File: config.mk
export PLATFORM = sky130hd
export DESIGN_NAME = psk_slicer_with_mse_soft_decision
export DESIGN_NICKNAME = d
export VERILOG_FILES = /design/src/hdl/psksl_pkg.sv /design/src/hdl/psksl_mul.sv /design/src/hdl/psksl_div.sv /design/src/hdl/psksl_ring.sv /design/src/hdl/psk_slicer_with_mse_soft_decision.sv
export SDC_FILE = /design/constraint.sdc
export NUM_CORES = 2
export LEC_CHECK = 0
export BUFFER_PORTS_ARGS = -buffer_cell sky130_fd_sc_hd__buf_2
export CORE_UTILIZATION = 55
export DETAILED_ROUTE_END_ITERATION = 10
export MAX_ROUTING_LAYER = met4
export PLACE_DENSITY = 0.73
export RECOVER_POWER = 100
export SLEW_MARGIN = 20
export SYNTH_ARGS = -nofsm -noshare
export SYNTH_HDL_FRONTEND = slang
export SYNTH_SLANG_ARGS = --single-unit
File: constraint.sdc
create_clock -name aclk -period 22.3 [get_ports aclk]
set_clock_uncertainty 0.2 [all_clocks]
set_input_delay 6.69 -clock aclk [delete_from_list [all_inputs] [get_ports aclk]]
set_output_delay 6.69 -clock aclk [all_outputs]
set_load 0.03 [all_outputs]
File: src/hdl/psksl_pkg.sv
// Package: types, constants and helper functions of the PSK slicer.
`default_nettype none

package psksl_pkg;

    // Default depth of the error energy window.
    localparam int HISTORY_DEPTH_DEF = 32;

    // Operand and product widths of the shared multiplier.
    localparam int A_W   = 34;
    localparam int B_W   = 19;
    localparam int P_W   = A_W + B_W;
    localparam int ACC_W = P_W + 1;

    // Error energy, Q2.30.
    localparam int ENERGY_W = 32;

    // Divider numerator and quotient widths.
    localparam int NUM_W = 40;
    localparam int Q_W   = 23;
    localparam int CNT_W = $clog2(Q_W + 1);

    // Ideal point amplitudes in Q1.15.
    localparam logic signed [9:0] AMP_AXIS = 10'sd328;
    localparam logic signed [9:0] AMP_DIAG = 10'sd232;

    // 8PSK metric weights and sector thresholds, scaled by 65536.
    localparam int W_SMALL = 25080;
    localparam int W_LARGE = 60547;
    localparam int TH_LOW  = 27146;
    localparam int TH_HIGH = 158218;

    // Epsilon added to the energy sum, Q2.30.
    localparam int EPS = 1074;

    // APB address width and register index of the modulation register.
    localparam int  PADDR_W        = 3;
    localparam logic REG_MODULATION = 1'b0;

    typedef enum logic [1:0] {
        MOD_BPSK = 2'd0,
        MOD_QPSK = 2'd1,
        MOD_8PSK = 2'd2
    } mod_t;

    typedef enum logic [1:0] {
        SEC_AXIS      = 2'd0,
        SEC_DIAG_LOW  = 2'd1,
        SEC_DIAG_HIGH = 2'd2,
        SEC_VERT      = 2'd3
    } sector_t;

    typedef enum logic [4:0] {
        ST_IDLE,
        ST_MUL_RR,
        ST_MUL_II,
        ST_MUL_IR,
        ST_MUL_RI,
        ST_DI,
        ST_TH_HIGH,
        ST_SECTOR,
        ST_W_FIRST,
        ST_W_SECOND,
        ST_W_DIFF,
        ST_METRIC,
        ST_IDL_RC,
        ST_IDL_IC,
        ST_IDL_RI,
        ST_IDL_II,
        ST_IDL_DONE,
        ST_ERR_I,
        ST_ENG_A,
        ST_ENG_B,
        ST_WAIT
    } state_t;

    typedef enum logic [3:0] {
        MS_SR_CR,
        MS_SI_CI,
        MS_SI_CR,
        MS_SR_CI,
        MS_RA_TL,
        MS_RA_TH,
        MS_P1,
        MS_P2,
        MS_PR_CR,
        MS_PI_CI,
        MS_PR_CI,
        MS_PI_CR,
        MS_ER_ER,
        MS_EI_EI
    } mul_sel_t;

    typedef enum logic [1:0] {
        ACC_HOLD,
        ACC_LOAD,
        ACC_SUB
    } acc_op_t;

    // Decision of one symbol: data value, ideal point, per-bit sign flips,
    // enabled soft bits and soft bit count.
    typedef struct packed {
        logic [2:0]        data;
        logic signed [9:0] pr;
        logic signed [9:0] pi;
        logic [2:0]        neg;
        logic [2:0]        en;
        logic [2:0]        cnt;
    } dec_t;

    // Control strobes from the sequencer to the datapath.
    typedef struct packed {
        mul_sel_t mul_sel;
        acc_op_t  acc_op;
        logic     ld_dr;
        logic     ld_di;
        logic     ld_low;
        logic     ld_sector;
        logic     ld_metric;
        logic     ld_ir;
        logic     ld_er;
        logic     ld_ii;
        logic     ld_ei;
        logic     ring_upd;
        logic     ld_out;
    } ctrl_t;

    function automatic logic signed [15:0] sat16(input logic signed [16:0] v);
        logic signed [15:0] r;
        if (v > 17'sd32767) begin
            r = 16'sh7FFF;
        end else if (v < -17'sd32768) begin
            r = 16'sh8000;
        end else begin
            r = v[15:0];
        end
        return r;
    endfunction

    // Q2.30 to Q1.15, rounding half up.
    function automatic logic signed [15:0] round_q15(input logic signed [25:0] p);
        logic signed [26:0] t;
        logic signed [26:0] q;
        t = 27'(p) + 27'sd16384;
        q = t >>> 15;
        return q[15:0];
    endfunction

    function automatic dec_t slice_decide(input logic [1:0] mode, input logic dr_neg,
                                          input logic dr_pos, input logic di_neg,
                                          input logic r_gt_i, input sector_t sec);
        dec_t       d;
        logic [2:0] base;
        logic [2:0] idx;
        d    = '0;
        base = 3'd0;
        idx  = 3'd0;
        case (mode)
            MOD_BPSK: begin
                d.cnt = 3'd1;
                d.en  = 3'b001;
                if (dr_pos) begin
                    d.data = 3'd0;
                    d.pr   = AMP_AXIS;
                end else begin
                    d.data = 3'd1;
                    d.pr   = -AMP_AXIS;
                end
            end
            MOD_QPSK: begin
                d.cnt = 3'd2;
                d.en  = 3'b011;
                if (r_gt_i) begin
                    if (!dr_neg) begin
                        d.data = 3'd0;
                        d.pr   = AMP_AXIS;
                    end else begin
                        d.data = 3'd3;
                        d.pr   = -AMP_AXIS;
                        d.neg  = 3'b011;
                    end
                end else begin
                    if (!di_neg) begin
                        d.data = 3'd1;
                        d.pi   = AMP_AXIS;
                        d.neg  = 3'b010;
                    end else begin
                        d.data = 3'd2;
                        d.pi   = -AMP_AXIS;
                        d.neg  = 3'b001;
                    end
                end
            end
            default: begin
                d.cnt = 3'd4;
                d.en  = 3'b111;
                case (sec)
                    SEC_AXIS: base = 3'd0;
                    SEC_VERT: base = 3'd2;
                    default:  base = 3'd1;
                endcase
                if (!dr_neg) begin
                    idx = di_neg ? 3'd0 - base : base;
                end else begin
                    idx = di_neg ? 3'd4 + base : 3'd4 - base;
                end
                case (idx)
                    3'd1: begin
                        d.data = 3'd0; d.neg = 3'b000; d.pr = AMP_DIAG;  d.pi = AMP_DIAG;
                    end
                    3'd2: begin
                        d.data = 3'd2; d.neg = 3'b010; d.pi = AMP_AXIS;
                    end
                    3'd3: begin
                        d.data = 3'd3; d.neg = 3'b110; d.pr = -AMP_DIAG; d.pi = AMP_DIAG;
                    end
                    3'd4: begin
                        d.data = 3'd7; d.neg = 3'b111; d.pr = -AMP_AXIS;
                    end
                    3'd5: begin
                        d.data = 3'd6; d.neg = 3'b011; d.pr = -AMP_DIAG; d.pi = -AMP_DIAG;
                    end
                    3'd6: begin
                        d.data = 3'd4; d.neg = 3'b001; d.pi = -AMP_AXIS;
                    end
                    3'd7: begin
                        d.data = 3'd5; d.neg = 3'b101; d.pr = AMP_DIAG;  d.pi = -AMP_DIAG;
                    end
                    default: begin
                        d.data = 3'd1; d.neg = 3'b100; d.pr = AMP_AXIS;
                    end
                endcase
            end
        endcase
        return d;
    endfunction

endpackage

`default_nettype wire

File: src/hdl/psksl_mul.sv
// Shared signed multiplier with a registered product.
`default_nettype none

module psksl_mul
    import psksl_pkg::*;
(
    input  wire logic                  aclk,
    input  wire logic signed [A_W-1:0] a,
    input  wire logic signed [B_W-1:0] b,
    output logic signed [P_W-1:0]      p
);

    logic signed [P_W-1:0] p_reg;

    always_ff @(posedge aclk) begin
        p_reg <= P_W'(a) * P_W'(b);
    end

    assign p = p_reg;

endmodule

`default_nettype wire

File: src/hdl/psksl_div.sv
// Restoring divider producing one saturating quotient bit per cycle.
`default_nettype none

module psksl_div
    import psksl_pkg::*;
#(
    parameter int DEN_W = ENERGY_W + $clog2(HISTORY_DEPTH_DEF) + 1
) (
    input  wire logic             aclk,
    input  wire logic             aresetn,
    input  wire logic             start,
    input  wire logic [NUM_W-1:0] num,
    input  wire logic [DEN_W-1:0] den,
    output logic                  busy,
    output logic [Q_W-1:0]        quot
);

    logic [DEN_W-1:0] den_reg;
    logic [DEN_W-1:0] rem_reg, rem_next;
    logic [Q_W-1:0]   lo_reg;
    logic [Q_W-1:0]   q_reg;
    logic [CNT_W-1:0] cnt_reg;
    logic             busy_reg;
    logic [DEN_W:0]   trial;
    logic             fits;
    logic             sat;

    // A quotient of 2^23 or more saturates straight away.
    assign sat   = DEN_W'(num[NUM_W-1:Q_W]) >= den;
    assign trial = {rem_reg, lo_reg[Q_W-1]};
    assign fits  = trial >= {1'b0, den_reg};

    always_comb begin
        if (fits) begin
            rem_next = DEN_W'(trial - {1'b0, den_reg});
        end else begin
            rem_next = trial[DEN_W-1:0];
        end
    end

    always_ff @(posedge aclk) begin
        if (!aresetn) begin
            busy_reg <= 1'b0;
            cnt_reg  <= '0;
        end else if (start) begin
            busy_reg <= !sat;
            cnt_reg  <= CNT_W'(Q_W);
        end else if (busy_reg) begin
            cnt_reg  <= cnt_reg - 1'b1;
            busy_reg <= (cnt_reg != CNT_W'(1));
        end
    end

    always_ff @(posedge aclk) begin
        if (start) begin
            den_reg <= den;
            rem_reg <= DEN_W'(num[NUM_W-1:Q_W]);
            lo_reg  <= num[Q_W-1:0];
            q_reg   <= sat ? '1 : '0;
        end else if (busy_reg) begin
            rem_reg <= rem_next;
            lo_reg  <= {lo_reg[Q_W-2:0], 1'b0};
            q_reg   <= {q_reg[Q_W-2:0], fits};
        end
    end

    assign busy = busy_reg;
    assign quot = q_reg;

endmodule

`default_nettype wire

File: src/hdl/psksl_ring.sv
// Error energy window: ring memory, running sum and clearing pass.
`default_nettype none

module psksl_ring
    import psksl_pkg::*;
#(
    parameter int HISTORY_DEPTH = HISTORY_DEPTH_DEF,
    parameter int SUM_W         = ENERGY_W + $clog2(HISTORY_DEPTH)
) (
    input  wire logic                aclk,
    input  wire logic                aresetn,
    input  wire logic                upd,
    input  wire logic [ENERGY_W-1:0] energy,
    output logic                     busy,
    output logic [SUM_W-1:0]         sum
);

    localparam int PTR_W = (HISTORY_DEPTH > 1) ? $clog2(HISTORY_DEPTH) : 1;

    logic [ENERGY_W-1:0] mem [HISTORY_DEPTH];
    logic [ENERGY_W-1:0] rd_reg;
    logic [PTR_W-1:0]    ptr_reg, ptr_next;
    logic                busy_reg;
    logic [SUM_W-1:0]    sum_reg;

    assign ptr_next = (ptr_reg == PTR_W'(HISTORY_DEPTH - 1)) ? '0 : ptr_reg + 1'b1;

    always_ff @(posedge aclk) begin
        if (busy_reg) begin
            mem[ptr_reg] <= '0;
        end else if (upd) begin
            mem[ptr_reg] <= energy;
        end
        rd_reg <= mem[ptr_reg];
    end

    always_ff @(posedge aclk) begin
        if (!aresetn) begin
            busy_reg <= 1'b1;
            ptr_reg  <= '0;
            sum_reg  <= '0;
        end else if (busy_reg) begin
            ptr_reg <= ptr_next;
            if (ptr_reg == PTR_W'(HISTORY_DEPTH - 1)) begin
                busy_reg <= 1'b0;
            end
        end else if (upd) begin
            ptr_reg <= ptr_next;
            sum_reg <= sum_reg - SUM_W'(rd_reg) + SUM_W'(energy);
        end
    end

    assign busy = busy_reg;
    assign sum  = sum_reg;

endmodule

`default_nettype wire

File: src/hdl/psk_slicer_with_mse_soft_decision.sv
// Top level of the PSK slicer: sequencer, datapath and configuration port.
`default_nettype none

// Channel     Direction  Handshake           Contents
// s_ (input)  in         s_valid / s_ready   received symbol and scrambler symbol, Q1.15
// m_ (result) out        m_valid / m_ready   data symbol, ideal point, error, soft bits
// APB         in / out   psel/penable/pready modulation register at byte address 0
//
// The 23 quotient steps of the soft bit divider overlap the multiplier work, and a
// saturated soft bit skips the quotient steps. After reset the energy ring is cleared,
// one entry a cycle, and s_ready stays low meanwhile. A finished result waits in the
// output register; the next item can be taken in the cycle after, and is held at its end
// until the register is free.

module psk_slicer_with_mse_soft_decision
    import psksl_pkg::*;
#(
    parameter int HISTORY_DEPTH = HISTORY_DEPTH_DEF
) (
    input  wire logic               aclk,
    input  wire logic               aresetn,

    input  wire logic               psel,
    input  wire logic               penable,
    input  wire logic               pwrite,
    input  wire logic [PADDR_W-1:0] paddr,
    input  wire logic [31:0]        pwdata,
    output logic [31:0]             prdata,
    output logic                    pready,

    input  wire logic               s_valid,
    output logic                    s_ready,
    input  wire logic signed [15:0] s_symbol_re,
    input  wire logic signed [15:0] s_symbol_im,
    input  wire logic signed [15:0] s_scrambler_re,
    input  wire logic signed [15:0] s_scrambler_im,

    output logic                    m_valid,
    input  wire logic               m_ready,
    output logic [2:0]              m_data_symbol,
    output logic signed [15:0]      m_ideal_re,
    output logic signed [15:0]      m_ideal_im,
    output logic signed [15:0]      m_error_re,
    output logic signed [15:0]      m_error_im,
    output logic signed [23:0]      m_soft_first,
    output logic signed [23:0]      m_soft_second,
    output logic signed [23:0]      m_soft_third,
    output logic signed [23:0]      m_soft_fourth,
    output logic [2:0]              m_soft_valid_count
);

    // The window sum grows by one bit for each doubling of the depth.
    localparam int SUM_W = ENERGY_W + $clog2(HISTORY_DEPTH);
    localparam int DEN_W = SUM_W + 1;

    state_t state_reg, state_next;
    ctrl_t  ctrl;

    logic [1:0] mode_reg;

    // Captured item.
    logic signed [15:0] sr_reg, si_reg, cr_reg, ci_reg;

    // Shared multiplier and its accumulator.
    logic signed [A_W-1:0]   mul_a;
    logic signed [B_W-1:0]   mul_b;
    logic signed [P_W-1:0]   prod;
    logic signed [ACC_W-1:0] acc_reg;
    logic signed [ACC_W-1:0] sum_ap, diff_ap;

    // Descrambled symbol, Q3.30, and its magnitudes.
    logic signed [32:0] dr_reg, di_reg;
    logic [32:0]        rabs, iabs;
    logic               r_gt_i;
    logic [48:0]        ia_shift;
    logic               ia_le_prod;

    logic    low_reg;
    sector_t sector_reg, sector_now;

    // Decision and metric.
    dec_t             dec_now, dec_reg;
    logic             mneg_reg, mneg_now;
    logic [NUM_W-1:0] num_now;
    logic [32:0]      qdiff;
    logic [ACC_W-1:0] macc;

    logic signed [15:0] ir_reg, ii_reg, er_reg, ei_reg;

    // Divider and energy ring.
    logic             div_busy;
    logic [Q_W-1:0]   quot;
    logic             ring_busy;
    logic [SUM_W-1:0] energy_sum;
    logic [ENERGY_W-1:0] energy;

    // Output register.
    logic               m_valid_reg;
    logic [2:0]         data_out_reg;
    logic signed [15:0] ir_out_reg, ii_out_reg, er_out_reg, ei_out_reg;
    logic signed [23:0] soft_reg [4];
    logic [2:0]         cnt_out_reg;
    logic signed [23:0] soft_mag;
    logic               out_free;

    // ---------------------------------------------------------------------
    // Configuration port. Only the low two bits of the written value are kept.
    // ---------------------------------------------------------------------
    assign pready = 1'b1;

    always_ff @(posedge aclk) begin
        if (!aresetn) begin
            mode_reg <= MOD_BPSK;
        end else if (psel && penable && pwrite && paddr[2] == REG_MODULATION) begin
            mode_reg <= pwdata[1:0];
        end
    end

    always_comb begin
        if (paddr[2] == REG_MODULATION) begin
            prdata = {30'd0, mode_reg};
        end else begin
            prdata = '0;
        end
    end

    // ---------------------------------------------------------------------
    // Sequencer. The multiplier product is registered, so each state consumes
    // the product issued by the one before.
    // ---------------------------------------------------------------------
    assign s_ready  = (state_reg == ST_IDLE) && !ring_busy;
    assign out_free = !m_valid_reg || m_ready;

    always_ff @(posedge aclk) begin
        if (!aresetn) begin
            state_reg <= ST_IDLE;
        end else begin
            state_reg <= state_next;
        end
    end

    always_comb begin
        state_next = state_reg;
        unique case (state_reg)
            ST_IDLE:     if (s_valid && s_ready) state_next = ST_MUL_RR;
            ST_MUL_RR:   state_next = ST_MUL_II;
            ST_MUL_II:   state_next = ST_MUL_IR;
            ST_MUL_IR:   state_next = ST_MUL_RI;
            ST_MUL_RI:   state_next = ST_DI;
            ST_DI: begin
                // Values two and three both slice as 8PSK.
                if (mode_reg[1]) begin
                    state_next = ST_TH_HIGH;
                end else begin
                    state_next = ST_METRIC;
                end
            end
            ST_TH_HIGH:  state_next = ST_SECTOR;
            ST_SECTOR:   state_next = ST_W_FIRST;
            ST_W_FIRST:  state_next = ST_W_SECOND;
            ST_W_SECOND: state_next = ST_W_DIFF;
            ST_W_DIFF:   state_next = ST_METRIC;
            ST_METRIC:   state_next = ST_IDL_RC;
            ST_IDL_RC:   state_next = ST_IDL_IC;
            ST_IDL_IC:   state_next = ST_IDL_RI;
            ST_IDL_RI:   state_next = ST_IDL_II;
            ST_IDL_II:   state_next = ST_IDL_DONE;
            ST_IDL_DONE: state_next = ST_ERR_I;
            ST_ERR_I:    state_next = ST_ENG_A;
            ST_ENG_A:    state_next = ST_ENG_B;
            ST_ENG_B:    state_next = ST_WAIT;
            ST_WAIT:     if (!div_busy && out_free) state_next = ST_IDLE;
            default:     state_next = ST_IDLE;
        endcase
    end

    always_comb begin
        ctrl         = '0;
        ctrl.mul_sel = MS_SR_CR;
        ctrl.acc_op  = ACC_HOLD;
        unique case (state_reg)
            ST_MUL_RR: ctrl.mul_sel = MS_SR_CR;
            ST_MUL_II: begin
                ctrl.mul_sel = MS_SI_CI;
                ctrl.acc_op  = ACC_LOAD;
            end
            ST_MUL_IR: begin
                ctrl.mul_sel = MS_SI_CR;
                ctrl.ld_dr   = 1'b1;
            end
            ST_MUL_RI: begin
                ctrl.mul_sel = MS_SR_CI;
                ctrl.acc_op  = ACC_LOAD;
            end
            ST_DI: begin
                ctrl.mul_sel = MS_RA_TL;
                ctrl.ld_di   = 1'b1;
            end
            ST_TH_HIGH: begin
                ctrl.mul_sel = MS_RA_TH;
                ctrl.ld_low  = 1'b1;
            end
            ST_SECTOR:  ctrl.ld_sector = 1'b1;
            ST_W_FIRST: ctrl.mul_sel   = MS_P1;
            ST_W_SECOND: begin
                ctrl.mul_sel = MS_P2;
                ctrl.acc_op  = ACC_LOAD;
            end
            ST_W_DIFF:  ctrl.acc_op    = ACC_SUB;
            ST_METRIC:  ctrl.ld_metric = 1'b1;
            ST_IDL_RC:  ctrl.mul_sel   = MS_PR_CR;
            ST_IDL_IC: begin
                ctrl.mul_sel = MS_PI_CI;
                ctrl.acc_op  = ACC_LOAD;
            end
            ST_IDL_RI: begin
                ctrl.mul_sel = MS_PR_CI;
                ctrl.ld_ir   = 1'b1;
            end
            ST_IDL_II: begin
                ctrl.mul_sel = MS_PI_CR;
                ctrl.acc_op  = ACC_LOAD;
                ctrl.ld_er   = 1'b1;
            end
            ST_IDL_DONE: begin
                ctrl.mul_sel = MS_ER_ER;
                ctrl.ld_ii   = 1'b1;
            end
            ST_ERR_I: begin
                ctrl.acc_op = ACC_LOAD;
                ctrl.ld_ei  = 1'b1;
            end
            ST_ENG_A:  ctrl.mul_sel  = MS_EI_EI;
            ST_ENG_B:  ctrl.ring_upd = 1'b1;
            ST_WAIT:   ctrl.ld_out   = !div_busy && out_free;
            default: begin
                ctrl.mul_sel = MS_SR_CR;
            end
        endcase
    end

    // ---------------------------------------------------------------------
    // Datapath.
    // ---------------------------------------------------------------------
    always_ff @(posedge aclk) begin
        if (s_valid && s_ready) begin
            sr_reg <= s_symbol_re;
            si_reg <= s_symbol_im;
            cr_reg <= s_scrambler_re;
            ci_reg <= s_scrambler_im;
        end
    end

    assign rabs     = dr_reg[32] ? 33'(-dr_reg) : 33'(dr_reg);
    assign iabs     = di_reg[32] ? 33'(-di_reg) : 33'(di_reg);
    assign r_gt_i   = rabs > iabs;
    assign ia_shift = {iabs, 16'd0};
    assign ia_le_prod = {4'd0, ia_shift} <= $unsigned(prod);

    // Operand selection for the shared multiplier.
    always_comb begin
        mul_a = '0;
        mul_b = '0;
        case (ctrl.mul_sel)
            MS_SR_CR: begin mul_a = A_W'(sr_reg); mul_b = B_W'(cr_reg); end
            MS_SI_CI: begin mul_a = A_W'(si_reg); mul_b = B_W'(ci_reg); end
            MS_SI_CR: begin mul_a = A_W'(si_reg); mul_b = B_W'(cr_reg); end
            MS_SR_CI: begin mul_a = A_W'(sr_reg); mul_b = B_W'(ci_reg); end
            MS_RA_TL: begin mul_a = {1'b0, rabs}; mul_b = B_W'(TH_LOW);  end
            MS_RA_TH: begin mul_a = {1'b0, rabs}; mul_b = B_W'(TH_HIGH); end
            MS_P1: begin
                case (sector_reg)
                    SEC_AXIS:      begin mul_a = {1'b0, rabs}; mul_b = B_W'(W_SMALL); end
                    SEC_DIAG_LOW:  begin mul_a = {1'b0, iabs}; mul_b = B_W'(W_LARGE); end
                    SEC_DIAG_HIGH: begin mul_a = {1'b0, rabs}; mul_b = B_W'(W_LARGE); end
                    default:       begin mul_a = {1'b0, iabs}; mul_b = B_W'(W_SMALL); end
                endcase
            end
            MS_P2: begin
                case (sector_reg)
                    SEC_AXIS:      begin mul_a = {1'b0, iabs}; mul_b = B_W'(W_LARGE); end
                    SEC_DIAG_LOW:  begin mul_a = {1'b0, rabs}; mul_b = B_W'(W_SMALL); end
                    SEC_DIAG_HIGH: begin mul_a = {1'b0, iabs}; mul_b = B_W'(W_SMALL); end
                    default:       begin mul_a = {1'b0, rabs}; mul_b = B_W'(W_LARGE); end
                endcase
            end
            MS_PR_CR: begin mul_a = A_W'(cr_reg); mul_b = B_W'(dec_reg.pr); end
            MS_PI_CI: begin mul_a = A_W'(ci_reg); mul_b = B_W'(dec_reg.pi); end
            MS_PR_CI: begin mul_a = A_W'(ci_reg); mul_b = B_W'(dec_reg.pr); end
            MS_PI_CR: begin mul_a = A_W'(cr_reg); mul_b = B_W'(dec_reg.pi); end
            MS_ER_ER: begin mul_a = A_W'(er_reg); mul_b = B_W'(er_reg); end
            MS_EI_EI: begin mul_a = A_W'(ei_reg); mul_b = B_W'(ei_reg); end
            default:  begin mul_a = '0; mul_b = '0; end
        endcase
    end

    psksl_mul u_mul (
        .aclk (aclk),
        .a    (mul_a),
        .b    (mul_b),
        .p    (prod)
    );

    assign sum_ap  = acc_reg + ACC_W'(prod);
    assign diff_ap = acc_reg - ACC_W'(prod);

    always_ff @(posedge aclk) begin
        case (ctrl.acc_op)
            ACC_LOAD: acc_reg <= ACC_W'(prod);
            ACC_SUB:  acc_reg <= diff_ap;
            default:  acc_reg <= acc_reg;
        endcase
        if (ctrl.ld_dr) begin
            dr_reg <= sum_ap[32:0];
        end
        if (ctrl.ld_di) begin
            di_reg <= diff_ap[32:0];
        end
        if (ctrl.ld_low) begin
            low_reg <= ia_le_prod;
        end
        if (ctrl.ld_sector) begin
            sector_reg <= sector_now;
        end
        if (ctrl.ld_metric) begin
            dec_reg  <= dec_now;
            mneg_reg <= mneg_now;
        end
        if (ctrl.ld_ir) begin
            ir_reg <= round_q15(diff_ap[25:0]);
        end
        if (ctrl.ld_er) begin
            er_reg <= sat16(17'(ir_reg) - 17'(sr_reg));
        end
        if (ctrl.ld_ii) begin
            ii_reg <= round_q15(sum_ap[25:0]);
        end
        if (ctrl.ld_ei) begin
            ei_reg <= sat16(17'(ii_reg) - 17'(si_reg));
        end
    end

    // Sector from the two threshold products; the comparisons use products,
    // so a zero symbol lands in the axis sector.
    always_comb begin
        if (low_reg) begin
            sector_now = SEC_AXIS;
        end else if (iabs <= rabs) begin
            sector_now = SEC_DIAG_LOW;
        end else if (ia_le_prod) begin
            sector_now = SEC_DIAG_HIGH;
        end else begin
            sector_now = SEC_VERT;
        end
    end

    assign dec_now = slice_decide(mode_reg, dr_reg[32], !dr_reg[32] && (dr_reg != '0),
                                  di_reg[32], r_gt_i, sector_reg);

    // Divider numerator: metric magnitude in Q2.46, times 256, over 65536.
    assign qdiff = r_gt_i ? rabs - iabs : iabs - rabs;
    assign macc  = acc_reg[ACC_W-1] ? ACC_W'(-acc_reg) : ACC_W'(acc_reg);

    always_comb begin
        case (mode_reg)
            MOD_BPSK: begin
                num_now  = {rabs[31:0], 8'd0};
                mneg_now = dr_reg[32];
            end
            MOD_QPSK: begin
                num_now  = {qdiff[31:0], 8'd0};
                mneg_now = 1'b0;
            end
            default: begin
                num_now  = macc[NUM_W+7:8];
                mneg_now = acc_reg[ACC_W-1];
            end
        endcase
    end

    psksl_div #(
        .DEN_W (DEN_W)
    ) u_div (
        .aclk    (aclk),
        .aresetn (aresetn),
        .start   (ctrl.ld_metric),
        .num     (num_now),
        .den     (DEN_W'(energy_sum) + DEN_W'(EPS)),
        .busy    (div_busy),
        .quot    (quot)
    );

    // The energy enters the window only after the divider has taken the sum.
    assign energy = sum_ap[ENERGY_W-1:0];

    psksl_ring #(
        .HISTORY_DEPTH (HISTORY_DEPTH),
        .SUM_W         (SUM_W)
    ) u_ring (
        .aclk    (aclk),
        .aresetn (aresetn),
        .upd     (ctrl.ring_upd),
        .energy  (energy),
        .busy    (ring_busy),
        .sum     (energy_sum)
    );

    // ---------------------------------------------------------------------
    // Output register.
    // ---------------------------------------------------------------------
    assign soft_mag = {1'b0, quot};

    always_ff @(posedge aclk) begin
        if (!aresetn) begin
            m_valid_reg <= 1'b0;
        end else if (ctrl.ld_out) begin
            m_valid_reg <= 1'b1;
        end else if (m_ready) begin
            m_valid_reg <= 1'b0;
        end
    end

    always_ff @(posedge aclk) begin
        if (ctrl.ld_out) begin
            data_out_reg <= dec_reg.data;
            ir_out_reg   <= ir_reg;
            ii_out_reg   <= ii_reg;
            er_out_reg   <= er_reg;
            ei_out_reg   <= ei_reg;
            cnt_out_reg  <= dec_reg.cnt;
            for (int k = 0; k < 3; k++) begin
                if (!dec_reg.en[k]) begin
                    soft_reg[k] <= '0;
                end else if (dec_reg.neg[k] ^ mneg_reg) begin
                    soft_reg[k] <= -soft_mag;
                end else begin
                    soft_reg[k] <= soft_mag;
                end
            end
            soft_reg[3] <= '0;
        end
    end

    assign m_valid            = m_valid_reg;
    assign m_data_symbol      = data_out_reg;
    assign m_ideal_re         = ir_out_reg;
    assign m_ideal_im         = ii_out_reg;
    assign m_error_re         = er_out_reg;
    assign m_error_im         = ei_out_reg;
    assign m_soft_first       = soft_reg[0];
    assign m_soft_second      = soft_reg[1];
    assign m_soft_third       = soft_reg[2];
    assign m_soft_fourth      = soft_reg[3];
    assign m_soft_valid_count = cnt_out_reg;

endmodule

`default_nettype wire

==> flow_summary.yaml <==
run_status:
  outcome: "finished, violations left"
  violations: "max-capacitance violations, max-slew violations"
yosys:
  syn-instance-count: 8907
  yosysWarnings: 0
  synth_edf_count: 1523
  synthArstFlopShare_pct: 0
  avgSynthCellArea_sq_um: 11.87
  synth.distinct_cells: 104
  netlist_area_sq_um: 105700
  synth_ff_type: "edfxtp_1"
  synth.area.top_cells: "edfxtp_1, fa_1, ha_1"
  yosys.area.top_type: "edfxtp_1"
  synth_top_area_share_pct: 43.27
  ys_ff_latch: 1686
  ys_seq_area_share_pct: 46.35
place:
  dpl.hpwl_um: 232300
  place_congestion: 1.029
  post-place-ws_ns: 8.265
  numPortBuffers: 219
  placed_area_sq_um: 110200
worst_setup_path:
  critPathCaptureType: "flop"
  path_buf_inv: 2
  critPathMaxFanout: 114
  cp.arrival_ns: 15.63
  worstPathCellList: "clkbuf_1 > clkbuf_1 > mux4_2 > a22oi_1 > nand4_1"
  required_ns: 22.62
  cp_top_family: "buffers and inverters"
  critPathSlowestCell: "clkbuf_1"
  path_class: "reg -> reg"
  cp_slowest_stage_delay_ns: 6.76
  cp_common_cell: "clkbuf_1"
  cp-start-kind: "flop"
sta:
  max_slew_margin_pct: -496.4
  finalSetupTns_ns: 0
  post-route-worst-setup-slack_ns: 6.989
  clock.fmax_mhz: 65.31
  worst_pin_slew_ns: 8.946
  rsz0062_at_grt: "no"
  post-route-min-period_ns: 15.31
  finalCritPeriodShare_pct: 68.66
  setup_viol: 0
  slew_violations: 2708
  hold_violations: 0
routing:
  first_pass_iters: 7
  routed_wl_um: 326000
  drc: 0
  vias: 73634
  drt_iter0_markers: 8000
  drtAntennaViolNets: 0
  detail_route.wl_per_cell_um: 27.77
  via_per_inst: 6.273
final_layout:
  register_area_sq_um: 49000
  fin_util_pct: 60.25
  fin_area_sq_um: 114800
  final_cell_mix: "edfxtp_1, inv_1, nand2_1"
  area_growth_pct: 8.633
  largest_reg_flops: 1024
  multiInputGateArea_sq_um: 51090
  fillCellCount: 15062
  final_common_cell: "edfxtp_1"
  layout-drive-gt1-share_pct: 8.974
  nNetsFinal: 10322
flow_run:
  drv_cap: 87
grt:
  grt_max_degree: 161
  grt_pass1_wl_um: 476700
  grt_pass1_vias: 72649
  antenna_found_initial: 18
  overflow: 0
  grt_usage_pct: 34.66
worst_hold_path:
  hold_class: "reg -> reg"
die:
  coreArea_sq_um: 190600
  rows: 160
  die_w_um: 440.4
  start_util_pct: 55.46
  io_pins: 307
  die_y_um: 440.4
  dieArea_sq_um: 193900
cts:
  hold_buffers: 0
  cts_tree: "built"
  clk_path_buf_depth: 3
  path_clk_slew_ns: 0.06
  clkSinkCount: 1686
  ctsResizeCount: 0
  numCtsBuffers: 167
  postCtsSetupRepairBufs: 0
  clock_latency_ns: 0.84
  clock_tree.root_cell: "clkbuf_16"
  cts_htree_levels: 4
-- per-stage QoR --
stage | cells | hold WS [ns]
6_report | 11739 | 0.2380
5_1_grt | 11734 | 0.2498
4_1_cts | 11726 | 0.2508
2_1_floorplan | 8960 | 0.2003
3_3_place_gp | 11420 | 0.2358
3_5_place_dp | 11420 | 0.2360
-- cell families (layout without fill, tap and decap cells) --
kind of cell / count (synthesis) / in the layout / share of synthesized area, %
buffers and inverters: 1537 / 1793 / 5.733
XOR/XNOR: 441 / 441 / 3.654
AND/OR/NAND/NOR: 2129 / 2129 / 9.396
adder cells (fa/ha/maj): 1140 / 1140 / 18.20
AO/OA/AOI/OAI: 1597 / 1597 / 10.05
multiplexers: 375 / 375 / 6.616
other: 2 / 67 / 0.007105
flip-flops: 1686 / 1686 / 46.35
-- worst paths after layout --
check	depth (start not counted)	endpoint	slack, ns	startpoint
setup / recovery	5	u_ring.rd_reg[31]$_DFF_P_	6.99	u_ring.ptr_reg[0]$_SDFFE_PN0P_
setup reg to reg	5	u_ring.rd_reg[31]$_DFF_P_	6.99	u_ring.ptr_reg[0]$_SDFFE_PN0P_
hold reg to reg	0	m_data_symbol[1]$_DFFE_PP_	0.24	dec_reg[30]$_DFFE_PP_
hold / removal	0	m_data_symbol[1]$_DFFE_PP_	0.24	dec_reg[30]$_DFFE_PP_
-- final cells by class --
type	instances	share of cell area, %
Clock buffer	213	3.826
Multi-Input combinational cell	5737	44.49
Antenna cell	12	0.02615
Sequential cell	1686	42.68
Inverter	1071	3.504
Timing Repair Buffer	416	1.766
Clock inverter	93	0.9752
Tap cell	2511	2.736
-- metal layers --
metal	track usage [%]	part of all wire, %	up-vias	routed length, um
li1	-	-	31764	-
met1	44.88	38	37018	125400
met2	53.59	46	4068	151300
met3	6.739	10	784	32570
met4	14.61	5.1	0	16760
met5	-	0	-	0
-- synth_stat cells (35+ instances only) --
master / number
a211oi_1: 40
a21o_1: 158
a21oi_1: 382
a221oi_1: 35
a22oi_1: 149
a31oi_1: 38
and2_1: 99
and3_1: 49
buf_1: 42
buf_4: 65
clkbuf_1: 341
dfxtp_1: 163
edfxtp_1: 1523
fa_1: 663
ha_1: 474
inv_1: 1050
mux2i_1: 90
mux4_2: 256
nand2_1: 793
nand2b_1: 63
nand3_1: 102
nand4_1: 85
nor2_1: 554
nor2b_1: 56
nor3_1: 99
nor4_1: 39
o21a_1: 38
o21ai_0: 363
o21bai_1: 50
o31ai_1: 45
or3_1: 57
xnor2_1: 284
xor2_1: 157
Power is not shown: default switching activity piles up to over one toggle a cycle in this logic, so the estimate is an artifact.
